<file path="src/hw/rtl/vcrd_pkg.sv">
// Shared types and constants for the voxel column run-length decoder.
`default_nettype none

package vcrd_pkg;

  localparam int unsigned MaxDim = 1024;
  localparam int unsigned DimCap = (MaxDim > 1024) ? 1024 : MaxDim;

  localparam int unsigned CoordW = 10;
  localparam int unsigned CountW = 11;

  localparam logic [CountW-1:0] CoordLimit = CountW'(DimCap - 1);
  localparam logic [CountW-1:0] CoordSat   = CountW'(DimCap);
  localparam logic [CountW-1:0] DepthMax   = 11'd1024;

  localparam logic [7:0] AlphaMarker = 8'd2;

  typedef struct packed {
    logic [7:0] data_byte;
    logic       matrix_start;
  } in_item_t;

  typedef struct packed {
    logic [CoordW-1:0] pos_x;
    logic [CoordW-1:0] pos_z;
    logic [CoordW-1:0] start_y;
    logic [7:0]        run_length;
    logic [31:0]       colour;
    logic              range_error;
  } out_item_t;

endpackage

`default_nettype wire

</file>
<file path="src/hw/rtl/vcrd_in_reg.sv">
// Input register stage holding one payload byte transaction.
`default_nettype none

module vcrd_in_reg (
  input  wire                     clk_i,
  input  wire                     rst_ni,
  input  wire                     in_valid_i,
  output logic                    in_ready_o,
  input  wire vcrd_pkg::in_item_t in_data_i,
  input  wire                     take_i,
  output logic                    valid_o,
  output vcrd_pkg::in_item_t      item_o
);

  logic               valid_q;
  logic               valid_d;
  vcrd_pkg::in_item_t item_q;

  assign in_ready_o = !valid_q || take_i;
  assign valid_d    = (in_valid_i && in_ready_o) || (valid_q && !take_i);

  always_ff @(posedge clk_i or negedge rst_ni) begin
    if (!rst_ni) begin
      valid_q <= 1'b0;
    end else begin
      valid_q <= valid_d;
    end
  end

  always_ff @(posedge clk_i) begin
    if (in_valid_i && in_ready_o) begin
      item_q <= in_data_i;
    end
  end

  assign valid_o = valid_q;
  assign item_o  = item_q;

endmodule

`default_nettype wire

</file>
<file path="src/hw/rtl/vcrd_parser.sv">
// Column parser: count and word assembly, run decode and coordinate tracking.
`default_nettype none

module vcrd_parser (
  input  wire                       clk_i,
  input  wire                       rst_ni,
  input  wire                       step_i,
  input  wire vcrd_pkg::in_item_t   item_i,
  input  wire [vcrd_pkg::CountW-1:0] depth_i,
  output logic                      res_valid_o,
  output vcrd_pkg::out_item_t       res_o
);

  localparam logic [1:0] PhCntLo  = 2'd0;
  localparam logic [1:0] PhCntHi  = 2'd1;
  localparam logic [1:0] PhWord   = 2'd2;
  localparam logic [1:0] PhRunCol = 2'd3;

  logic [1:0]                   phase_q, phase_d, phase_c;
  logic [1:0]                   idx_q, idx_d, idx_c;
  logic [23:0]                  asm_q, asm_d, asm_c;
  logic [15:0]                  words_q, words_d, words_c;
  logic [7:0]                   run_q, run_d, run_c;
  logic [vcrd_pkg::CountW-1:0]  y_q, y_d, y_c;
  logic [vcrd_pkg::CountW-1:0]  x_q, x_d, x_c;
  logic [vcrd_pkg::CoordW-1:0]  z_q, z_d, z_c;

  logic [31:0]                  word;
  logic [15:0]                  words_left;
  logic [15:0]                  words_dec;
  logic [vcrd_pkg::CountW-1:0]  z_inc;
  logic [7:0]                   adv_len;
  logic                         adv_en;
  logic                         col_end;
  logic [vcrd_pkg::CountW:0]    y_sum;
  logic [vcrd_pkg::CountW:0]    y_top;
  logic                         emit;
  logic [7:0]                   emit_len;

  always_comb begin
    phase_c = item_i.matrix_start ? PhCntLo : phase_q;
    idx_c   = item_i.matrix_start ? 2'd0 : idx_q;
    asm_c   = item_i.matrix_start ? '0 : asm_q;
    words_c = item_i.matrix_start ? '0 : words_q;
    run_c   = item_i.matrix_start ? '0 : run_q;
    y_c     = item_i.matrix_start ? '0 : y_q;
    x_c     = item_i.matrix_start ? '0 : x_q;
    z_c     = item_i.matrix_start ? '0 : z_q;
  end

  assign word       = {item_i.data_byte, asm_c};
  assign words_left = {item_i.data_byte, words_c[7:0]};
  assign words_dec  = (words_c != 16'd0) ? (words_c - 16'd1) : words_c;
  assign z_inc      = {1'b0, z_c} + 11'd1;
  assign y_sum      = {1'b0, y_c} + {4'd0, adv_len};
  assign y_top      = {1'b0, y_c} + {4'd0, emit_len};

  always_comb begin
    phase_d  = phase_c;
    idx_d    = idx_c;
    asm_d    = asm_c;
    words_d  = words_c;
    run_d    = run_c;
    y_d      = y_c;
    x_d      = x_c;
    z_d      = z_c;
    adv_len  = 8'd0;
    adv_en   = 1'b0;
    col_end  = 1'b0;
    emit     = 1'b0;
    emit_len = 8'd1;

    case (phase_c)
      PhCntLo: begin
        words_d = {8'd0, item_i.data_byte};
        phase_d = PhCntHi;
      end
      PhCntHi: begin
        words_d = words_left;
        if (words_left == 16'd0) begin
          col_end = 1'b1;
        end else begin
          phase_d = PhWord;
          idx_d   = 2'd0;
          asm_d   = '0;
        end
      end
      default: begin
        if (idx_c != 2'd3) begin
          case (idx_c)
            2'd0:    asm_d[7:0]   = item_i.data_byte;
            2'd1:    asm_d[15:8]  = item_i.data_byte;
            default: asm_d[23:16] = item_i.data_byte;
          endcase
          idx_d = idx_c + 2'd1;
        end else begin
          idx_d   = 2'd0;
          asm_d   = '0;
          words_d = words_dec;
          if (phase_c == PhWord && word[31:24] == vcrd_pkg::AlphaMarker) begin
            run_d   = word[7:0];
            phase_d = PhRunCol;
          end else begin
            if (phase_c == PhWord) begin
              emit    = (word[31:24] != 8'd0);
              adv_len = 8'd1;
            end else begin
              emit     = (word[31:24] != 8'd0) && (run_c != 8'd0);
              emit_len = run_c;
              adv_len  = run_c;
              run_d    = 8'd0;
            end
            adv_en = 1'b1;
            if (words_dec == 16'd0) begin
              col_end = 1'b1;
            end else begin
              phase_d = PhWord;
            end
          end
        end
      end
    endcase

    if (adv_en) begin
      y_d = (y_sum > {1'b0, vcrd_pkg::CoordSat}) ? vcrd_pkg::CoordSat
                                                 : y_sum[vcrd_pkg::CountW-1:0];
    end

    if (col_end) begin
      y_d     = '0;
      phase_d = PhCntLo;
      if (z_inc >= depth_i) begin
        z_d = '0;
        if (x_c <= vcrd_pkg::CoordLimit) begin
          x_d = x_c + 11'd1;
        end
      end else begin
        z_d = z_inc[vcrd_pkg::CoordW-1:0];
      end
    end
  end

  always_ff @(posedge clk_i or negedge rst_ni) begin
    if (!rst_ni) begin
      phase_q <= PhCntLo;
      idx_q   <= 2'd0;
      asm_q   <= '0;
      words_q <= '0;
      run_q   <= '0;
      y_q     <= '0;
      x_q     <= '0;
      z_q     <= '0;
    end else if (step_i) begin
      phase_q <= phase_d;
      idx_q   <= idx_d;
      asm_q   <= asm_d;
      words_q <= words_d;
      run_q   <= run_d;
      y_q     <= y_d;
      x_q     <= x_d;
      z_q     <= z_d;
    end
  end

  always_comb begin
    res_valid_o       = emit;
    res_o.pos_x       = (x_c > vcrd_pkg::CoordLimit)
                        ? vcrd_pkg::CoordLimit[vcrd_pkg::CoordW-1:0]
                        : x_c[vcrd_pkg::CoordW-1:0];
    res_o.pos_z       = ({1'b0, z_c} > vcrd_pkg::CoordLimit)
                        ? vcrd_pkg::CoordLimit[vcrd_pkg::CoordW-1:0] : z_c;
    res_o.start_y     = (y_c > vcrd_pkg::CoordLimit)
                        ? vcrd_pkg::CoordLimit[vcrd_pkg::CoordW-1:0]
                        : y_c[vcrd_pkg::CoordW-1:0];
    res_o.run_length  = emit_len;
    res_o.colour      = word;
    res_o.range_error = (x_c > vcrd_pkg::CoordLimit)
                        || ({1'b0, z_c} > vcrd_pkg::CoordLimit)
                        || (y_top > {1'b0, vcrd_pkg::CoordSat});
  end

endmodule

`default_nettype wire

</file>
<file path="src/hw/rtl/vcrd_out_reg.sv">
// Output register holding one voxel run transaction until taken.
`default_nettype none

module vcrd_out_reg (
  input  wire                      clk_i,
  input  wire                      rst_ni,
  input  wire                      load_i,
  input  wire vcrd_pkg::out_item_t res_i,
  output logic                     free_o,
  output logic                     out_valid_o,
  input  wire                      out_ready_i,
  output vcrd_pkg::out_item_t      out_data_o
);

  logic                valid_q;
  logic                valid_d;
  vcrd_pkg::out_item_t data_q;

  assign free_o  = !valid_q || out_ready_i;
  assign valid_d = load_i || (valid_q && !out_ready_i);

  always_ff @(posedge clk_i or negedge rst_ni) begin
    if (!rst_ni) begin
      valid_q <= 1'b0;
    end else begin
      valid_q <= valid_d;
    end
  end

  always_ff @(posedge clk_i) begin
    if (load_i) begin
      data_q <= res_i;
    end
  end

  assign out_valid_o = valid_q;
  assign out_data_o  = data_q;

endmodule

`default_nettype wire

</file>
<file path="src/hw/rtl/voxel_column_rle_decoder.sv">
// Top level of the voxel column run-length decoder.
//
//   channel  direction  payload                 transaction
//   in       input      vcrd_pkg::in_item_t     one matrix payload byte
//   out      output     vcrd_pkg::out_item_t    one visible voxel run
//   cfg      input      depth_z, 11 bits        write of the depth register
//
// One byte per cycle sustained while the output is not stalled; each byte is held
// in the input register, then its parser result loads the result register.
// Reset clears all parser counters, both stage valids, and sets depth_z to 1.
// A stalled output holds the result; one more byte waits in the input register.
`default_nettype none

module voxel_column_rle_decoder (
  input  wire                     clk_i,
  input  wire                     rst_ni,
  input  wire                     in_valid_i,
  output logic                    in_ready_o,
  input  wire vcrd_pkg::in_item_t in_data_i,
  output logic                    out_valid_o,
  input  wire                     out_ready_i,
  output vcrd_pkg::out_item_t     out_data_o,
  input  wire                     cfg_valid_i,
  output logic                    cfg_ready_o,
  input  wire [10:0]              cfg_data_i
);

  logic [10:0]                  depth_q;
  logic [vcrd_pkg::CountW-1:0]  depth_eff;
  logic                         item_valid;
  vcrd_pkg::in_item_t           item;
  logic                         out_free;
  logic                         step;
  logic                         res_valid;
  vcrd_pkg::out_item_t          res;

  assign cfg_ready_o = 1'b1;

  always_ff @(posedge clk_i or negedge rst_ni) begin
    if (!rst_ni) begin
      depth_q <= 11'd1;
    end else if (cfg_valid_i) begin
      depth_q <= cfg_data_i;
    end
  end

  assign depth_eff = (depth_q == 11'd0) ? 11'd1
                   : (depth_q > vcrd_pkg::DepthMax) ? vcrd_pkg::DepthMax : depth_q;

  assign step = item_valid && out_free;

  vcrd_in_reg u_in_reg (
    .clk_i      (clk_i),
    .rst_ni     (rst_ni),
    .in_valid_i (in_valid_i),
    .in_ready_o (in_ready_o),
    .in_data_i  (in_data_i),
    .take_i     (step),
    .valid_o    (item_valid),
    .item_o     (item)
  );

  vcrd_parser u_parser (
    .clk_i       (clk_i),
    .rst_ni      (rst_ni),
    .step_i      (step),
    .item_i      (item),
    .depth_i     (depth_eff),
    .res_valid_o (res_valid),
    .res_o       (res)
  );

  vcrd_out_reg u_out_reg (
    .clk_i       (clk_i),
    .rst_ni      (rst_ni),
    .load_i      (step && res_valid),
    .res_i       (res),
    .free_o      (out_free),
    .out_valid_o (out_valid_o),
    .out_ready_i (out_ready_i),
    .out_data_o  (out_data_o)
  );

endmodule

`default_nettype wire

</file>
<file path="config.mk">
export PLATFORM = sky130hd
export DESIGN_NAME = voxel_column_rle_decoder
export DESIGN_NICKNAME = d
export VERILOG_FILES = /design/src/hw/rtl/vcrd_pkg.sv /design/src/hw/rtl/vcrd_in_reg.sv /design/src/hw/rtl/vcrd_parser.sv /design/src/hw/rtl/vcrd_out_reg.sv /design/src/hw/rtl/voxel_column_rle_decoder.sv
export SDC_FILE = /design/constraint.sdc
export NUM_CORES = 1
export LEC_CHECK = 0
export BUFFER_PORTS_ARGS = -buffer_cell sky130_fd_sc_hd__clkbuf_2
export CAP_MARGIN = 20
export CORE_UTILIZATION = 44
export CTS_CLUSTER_SIZE = 12
export DETAILED_ROUTE_END_ITERATION = 12
export HOLD_SLACK_MARGIN = 0.15
export PLACE_DENSITY = 0.7
export SETUP_SLACK_MARGIN = 0.4
export SLEW_MARGIN = 25
export SYNTH_ARGS = -nofsm -noshare
export SYNTH_HDL_FRONTEND = slang
export SYNTH_SLANG_ARGS = --single-unit
</file>
<file path="constraint.sdc">
create_clock -name clk_i -period 12.1 [get_ports clk_i]
set_clock_uncertainty 0.05 [all_clocks]
set_input_delay 2.42 -clock clk_i [delete_from_list [all_inputs] [get_ports clk_i]]
set_output_delay 2.42 -clock clk_i [all_outputs]
set_load 0.03 [all_outputs]
</file>
==> out/results.ini, run 1 <==
[global_route]
grt_pass1_wl_mm = 36.7
grt-ovfl-total = 0
antenna_found_initial = 0
grt_pass1_vias = 7063
grt_max_degree = 73
track_usage_pct = 21.2

[critical_path]
reg2reg_slack_ps = 7470
reg2reg_from = u_in_reg.item_o[0]$_DFFE_PP_
reg2reg_to = u_parser.y_q[6]$_DFFE_PN0P_
criticalPathCategory = input port to output pin
required_ps = 9630
crit_arrival_ps = 2880
startpoint = out_ready_i
start_kind = input port
end_kind = output pin
reg2reg_depth = 12
cp_max_fo = 3

[timing]
setup_violations = 0
hold_slack_ps = 444
worstMarginPinSlew_ps = 909
rsz0062_at_grt = no
timing.final.max_slew_violations = 0
finalCritPeriodShare_pct = 44.2
hold_viol_final = 0
fin_crit_ps = 5350
slew_headroom_pct = 39.4
finalSetupTns_ps = 0
fmax_mhz = 187

[routing]
vias = 7306
dr.pass1.iters = 12
drt-total-wl_mm = 22.0
routedWlPerCell_um = 17.4
postRouteAntennaNets = 0
drtIter0Drc = 501
remaining_drc_errors = 2
routed_via_density = 5.77

[synthesis]
synth_edf_count = 80
yosys_register_bits = 177
synth_area_mm2 = 0.00937
seq_area_frac_synth_pct = 51.6
synthAdderAreaFrac_pct = 4.03
synthArstFlopShare_pct = 54.8
synth_top_family_by_area = simple AND/OR/NAND/NOR gates
yosys.area_share.simple_pct = 19.5
synth_xor_area_share_pct = 3.18
synth_compound_area_share_pct = 17.0
syn-num-nets = 954
synth_ff_type = dfrtp_1
synth.area.mux_share_pct = 1.31
synth_cell_type_count = 77
synth_cells = 900
synth_area_per_cell_um2 = 10.4
yosys_warnings = 0

[floorplan]
initial_core_util_pct = 44.7
rows = 53
die_w_um = 148
fp.dieArea_mm2 = 0.0219
ios = 99
die_height_um = 148
core_area_mm2 = 0.0210

[finish]
design_area_mm2 = 0.0107
final_cells = 1267
area_growth_pct = 14.2
final_nets = 1033
layout-drive-gt1-share_pct = 17.0
n_antenna_cell = 0

[clock_network]
cts_root_buf = clkbuf_16
cts.path.max_buffers = 2
cts_max_level = 4
cts_hold_buf = 0
cts.sinks = 177
cts.clk_slew.worst_paths_ps = 70
cts_resized = 0
cts_buffers = 17
cts_setup_buffers = 0
clk_latency_ps = 440
tritoncts = yes

[pwr]
ir_drop_mv = 0.0822
power_density_mw_per_mm2 = 137
total_power_mw = 1.47
p_leak_nw = 4.57

[worst_hold_path]
hold_depth = 1
holdCritPathClass = flip-flop to flip-flop
holdPathEnd = u_parser.asm_q[20]$_DFFE_PN0P_
hold_path_startpoint = u_parser.asm_q[20]$_DFFE_PN0P_

[place]
placed_area_mm2 = 0.0101
io_buffers = 97
place_congestion = 0.893
hpwl_mm = 15.4
dp_cells = 1234

[run_status]
violations = design-rule violations
status = complete, but fails checks

[job]
maxCapViolCount = 0

==> how the worst max path moves through the flow <==
stage,to,depth (start not counted)
after floorplan,u_out_reg.out_data_o[0]$_DFFE_PP_,6
after global placement,in_ready_o,4
after detailed placement,in_ready_o,4
after CTS,in_ready_o,4
after global routing,in_ready_o,4
final,in_ready_o,4
==> flip-flops by register name, indices dropped and copies added (netlist names) <==
signal	cells
u_out_reg.out_valid_o	1
u_parser.idx_q	2
u_parser.y_q	11
u_in_reg.valid_o	1
u_parser.x_q	11
u_parser.asm_q	24
u_parser.z_q	10
u_in_reg.item_o	9
u_out_reg.out_data_o	71
u_parser.run_q	8
u_parser.words_q	16
depth_q	11
u_parser.phase_q	2
==> metrics by stage <==
| step | setup WS, ps | util (%) |
|---|---|---|
| 2_1_floorplan | 2870 | - |
| 3_3_place_gp | 6750 | 48.1 |
| 3_5_place_dp | 6750 | 48.2 |
| 4_1_cts | 6740 | 50.9 |
| 5_1_grt | 6700 | 51.1 |
| 6_report | 6750 | 51.1 |
==> cell families (layout without fill, tap and decap cells) <==
kind of cell / Yosys count / after routing
xor gates and xnor gates: 34 / 34
DFF: 177 / 177
adders and majority gates: 29 / 29
other: 1 / 1
buffers and inverters: 77 / 169
AOI/OAI and AO/OA: 227 / 227
muxes: 11 / 11
and+or+nand+nor: 344 / 344
==> Yosys cell counts, types with 11 or more instances <==
| cell type | count | area [um2] |
|---|---|---|
| nor2_1 | 76 | 285 |
| dfrtp_1 | 96 | 2400 |
| and3_1 | 16 | 100 |
| ha_1 | 27 | 338 |
| a22o_1 | 43 | 377 |
| nand4_1 | 13 | 81.3 |
| nor3_1 | 17 | 85.1 |
| xor2_1 | 14 | 123 |
| nand3_1 | 24 | 120 |
| o21ai_1 | 11 | 55.1 |
| xnor2_1 | 20 | 175 |
| clkbuf_1 | 37 | 139 |
| a22oi_1 | 12 | 90.1 |
| inv_1 | 28 | 105 |
| nor4_1 | 17 | 106 |
| a21oi_1 | 32 | 160 |
| nor2b_1 | 56 | 350 |
| o21ai_0 | 50 | 250 |
| edfxtp_1 | 80 | 2400 |
| nand2_1 | 74 | 278 |
==> critical path: stages <==
cell	delay, ps
clkbuf_2	80
inv_1	70
nand3_1	110
clkbuf_2	200
==> placed cells by master, fill, tap and decap left out, types with 11 or more instances in the layout <==
master / n
nand3_1: 24
nor4_1: 16
nand4_1: 13
inv_1: 28
buf_4: 12
xnor2_1: 20
nand2_1: 74
ha_1: 27
a21oi_1: 32
xor2_1: 14
and3_1: 16
o21ai_1: 11
clkbuf_16: 17
dfrtp_1: 96
nor3_1: 17
clkbuf_2: 96
a22oi_1: 12
nor2b_1: 56
o21ai_0: 50
a22o_1: 43
edfxtp_1: 80
nor2_1: 76
==> routing by layer <==
metal,up-vias,track usage [%],wire length (um)
met2,185,33.3,10600
met5,-,0,0
met3,21,3.43,1010
met1,3608,29.8,10200
met4,0,6.96,323
li1,3492,-,-
==> power by group <==
group          internal, mW  total (mW)  leakage, nW  switching (mW)
sequential            0.656       0.706         2.08          0.0501
combinational        0.0872       0.223         2.21           0.136
clock                 0.280       0.539        0.285           0.258
==> area by class of cell <==
| cell class | instances | area, um2 |
|---|---|---|
| well taps | 275 | 344 |
| fillers | 1946 | 10300 |
| clock inverters | 14 | 140 |
| clock buffers | 18 | 439 |
| multi-input cells | 646 | 4240 |
| flip-flops and latches | 177 | 4830 |
| inverters | 28 | 105 |
| repair buffers | 109 | 598 |
Note: power is estimated with default switching activity, not from simulation.
==> inputs of run 2 (changes only) <==
Settings changed: PLACE_DENSITY 0.7 to 0.72.
Clock period 12.1 ns to 4.71 ns, I/O delays scaled along.
==> out/results.ini, run 2 (synthesis gave the netlist of run 1 again) <==
[finish]
final_cell_mix = dfrtp_1, clkbuf_2, edfxtp_1  ; unchanged
layout-drive-gt1-share_pct = 18.9  ; was 17.0%
largest_reg_flops = 71  ; unchanged
fin_util_pct = 52.0  ; was 51.1%
n_antenna_cell = 0  ; unchanged
register_area_mm2 = 0.00483  ; unchanged
fillers = 1842  ; was 1,946
multi_input_area_mm2 = 0.00430  ; was 0.00424 mm2
area_growth_pct = 16.3  ; was 14.2%
final_nets = 1044  ; was 1,033
final_cells = 1278  ; was 1,267

[pwr]
ir_drop_mv = 0.211  ; was 0.0822 mV
p_leak_nw = 4.66  ; was 4.57 nW
power_density_mw_per_mm2 = 357  ; was 137 mW/mm2

[run_status]
status = completed  ; was complete, but fails checks

[clock_network]
cts.clk_slew.worst_paths_ps = 70  ; about the same
cts_max_level = 4  ; unchanged
cts.path.max_buffers = 2  ; unchanged
cts.sinks = 177  ; unchanged
cts_buffers = 17  ; unchanged
clk_latency_ps = 430  ; was 440 ps
cts_hold_buf = 0  ; unchanged
cts_root_buf = clkbuf_16  ; unchanged
tritoncts = yes  ; unchanged

[floorplan]
fp.dieArea_mm2 = 0.0219  ; unchanged
die_w_um = 148  ; unchanged
core_area_mm2 = 0.0210  ; unchanged
initial_core_util_pct = 44.7  ; unchanged
die_height_um = 148  ; unchanged
rows = 53  ; unchanged
ios = 99  ; unchanged

[critical_path]
required_ps = 4980  ; was 9630 ps
cp_max_fo = 7  ; was 3
start_kind = flip-flop  ; was input port
criticalPathCategory = flip-flop to flip-flop  ; was input port to output pin
end_kind = flip-flop  ; was output pin
crit_arrival_ps = 4270  ; was 2880 ps

[routing]
remaining_drc_errors = 0  ; was 2
postRouteAntennaNets = 0  ; unchanged
routed_via_density = 5.93  ; was 5.77
drtIter0Drc = 701  ; was 501
dr.pass1.iters = 7  ; was 12
routedWlPerCell_um = 18.1  ; was 17.4 um
vias = 7580  ; was 7,306
drt-total-wl_mm = 23.1  ; was 22.0 mm

[timing]
worstMarginPinSlew_ps = 783  ; was 909 ps
fmax_mhz = 250
finalSetupTns_ps = 0  ; unchanged
slew_headroom_pct = 47.5  ; was 39.4%
finalCritPeriodShare_pct = 85.0
hold_viol_final = 0  ; unchanged
setup_violations = 0  ; unchanged
rsz0062_at_grt = no  ; unchanged
fin_crit_ps = 4010
timing.final.max_slew_violations = 0  ; unchanged

[job]
maxCapViolCount = 0  ; unchanged

[global_route]
grt_pass1_vias = 7191  ; was 7,063
grt_max_degree = 72  ; was 73
grt-ovfl-total = 0  ; unchanged
track_usage_pct = 21.6  ; was 21.2%
grt_pass1_wl_mm = 37.4  ; was 36.7 mm
antenna_found_initial = 0  ; unchanged

[place]
io_buffers = 97  ; unchanged
hpwl_mm = 16.1  ; was 15.4 mm
place_congestion = 0.939  ; was 0.893
dp_cells = 1241  ; was 1,234

[worst_hold_path]
holdCritPathClass = input port to asynchronous set/reset pin  ; was flip-flop to flip-flop

-- run 2: cell type report --
cell class                 count  area share [%]
clock buffer                  21            4.32
clock inverter                11            1.36
inverter                      28           0.965
multi-input combinational    646            39.5
sequential                   177            44.4
tap                          275            3.16
timing repair buffer         120            6.36
-- run 2: worst max-delay path: stages (launching register included) --
cell	delay [ps]
edfxtp_1	520
nor4_1	400
nand3_1	250
o21ai_1	240
nor2_1	90
ha_1	240
fa_1	460
a21o_1	200
a21oi_1	230
xnor2_1	190
nor3_1	70
and3_1	180
a41oi_1	310
nor4b_4	70
buf_4	170
a22o_1	200
-- run 2: through the flow --
step	total power [mW]	worst slack [ps]	hold slack, ps	cell area [um2]
2_1_floorplan	2.26	261	408	9510
3_3_place_gp	2.42	568	426	10200
3_5_place_dp	2.42	545	426	10200
4_1_cts	3.88	481	448	10800
5_1_grt	4.04	422	391	10900
6_report	3.88	704	381	10900
-- run 2: where the power goes --
group	total [mW]	internal, mW	switching [mW]
clock network	1.46	0.841	0.624
logic	0.606	0.236	0.370
registers	1.81	1.69	0.126
-- run 2: routing by layer --
layer | share of wire, % | track usage [%]
met3 | 5.7 | 3.86
met1 | 45 | 30.3
met4 | 2.3 | 8.25
met2 | 47 | 33.3
met5 | 0 | 0
-- run 2: final timing paths --
check                                          startpoint                              to  slack, ps  cells past startpoint
min reg2reg                u_parser.asm_q[10]$_DFFE_PN0P_  u_parser.asm_q[10]$_DFFE_PN0P_        440                      1
min                                                rst_ni         depth_q[10]$_DFFE_PN0P_        380                      1
min in group clk_i         u_parser.asm_q[10]$_DFFE_PN0P_  u_parser.asm_q[10]$_DFFE_PN0P_        440                      1
max in group asynchronous                          rst_ni   u_parser.idx_q[0]$_DFFE_PN0P_       3250                      3
max                          u_in_reg.item_o[3]$_DFFE_PP_     u_parser.y_q[3]$_DFFE_PN0P_        700                     15
max reg2reg                  u_in_reg.item_o[3]$_DFFE_PP_     u_parser.y_q[3]$_DFFE_PN0P_        700                     15
-- run 2: repair_timing --
item | in CTS | in global routing
buffers inserted | 0 | 4
resized for setup | 0 | 2
setup endpoints to repair | 0 | 9
endpoints found under the hold margin | 0 | 0
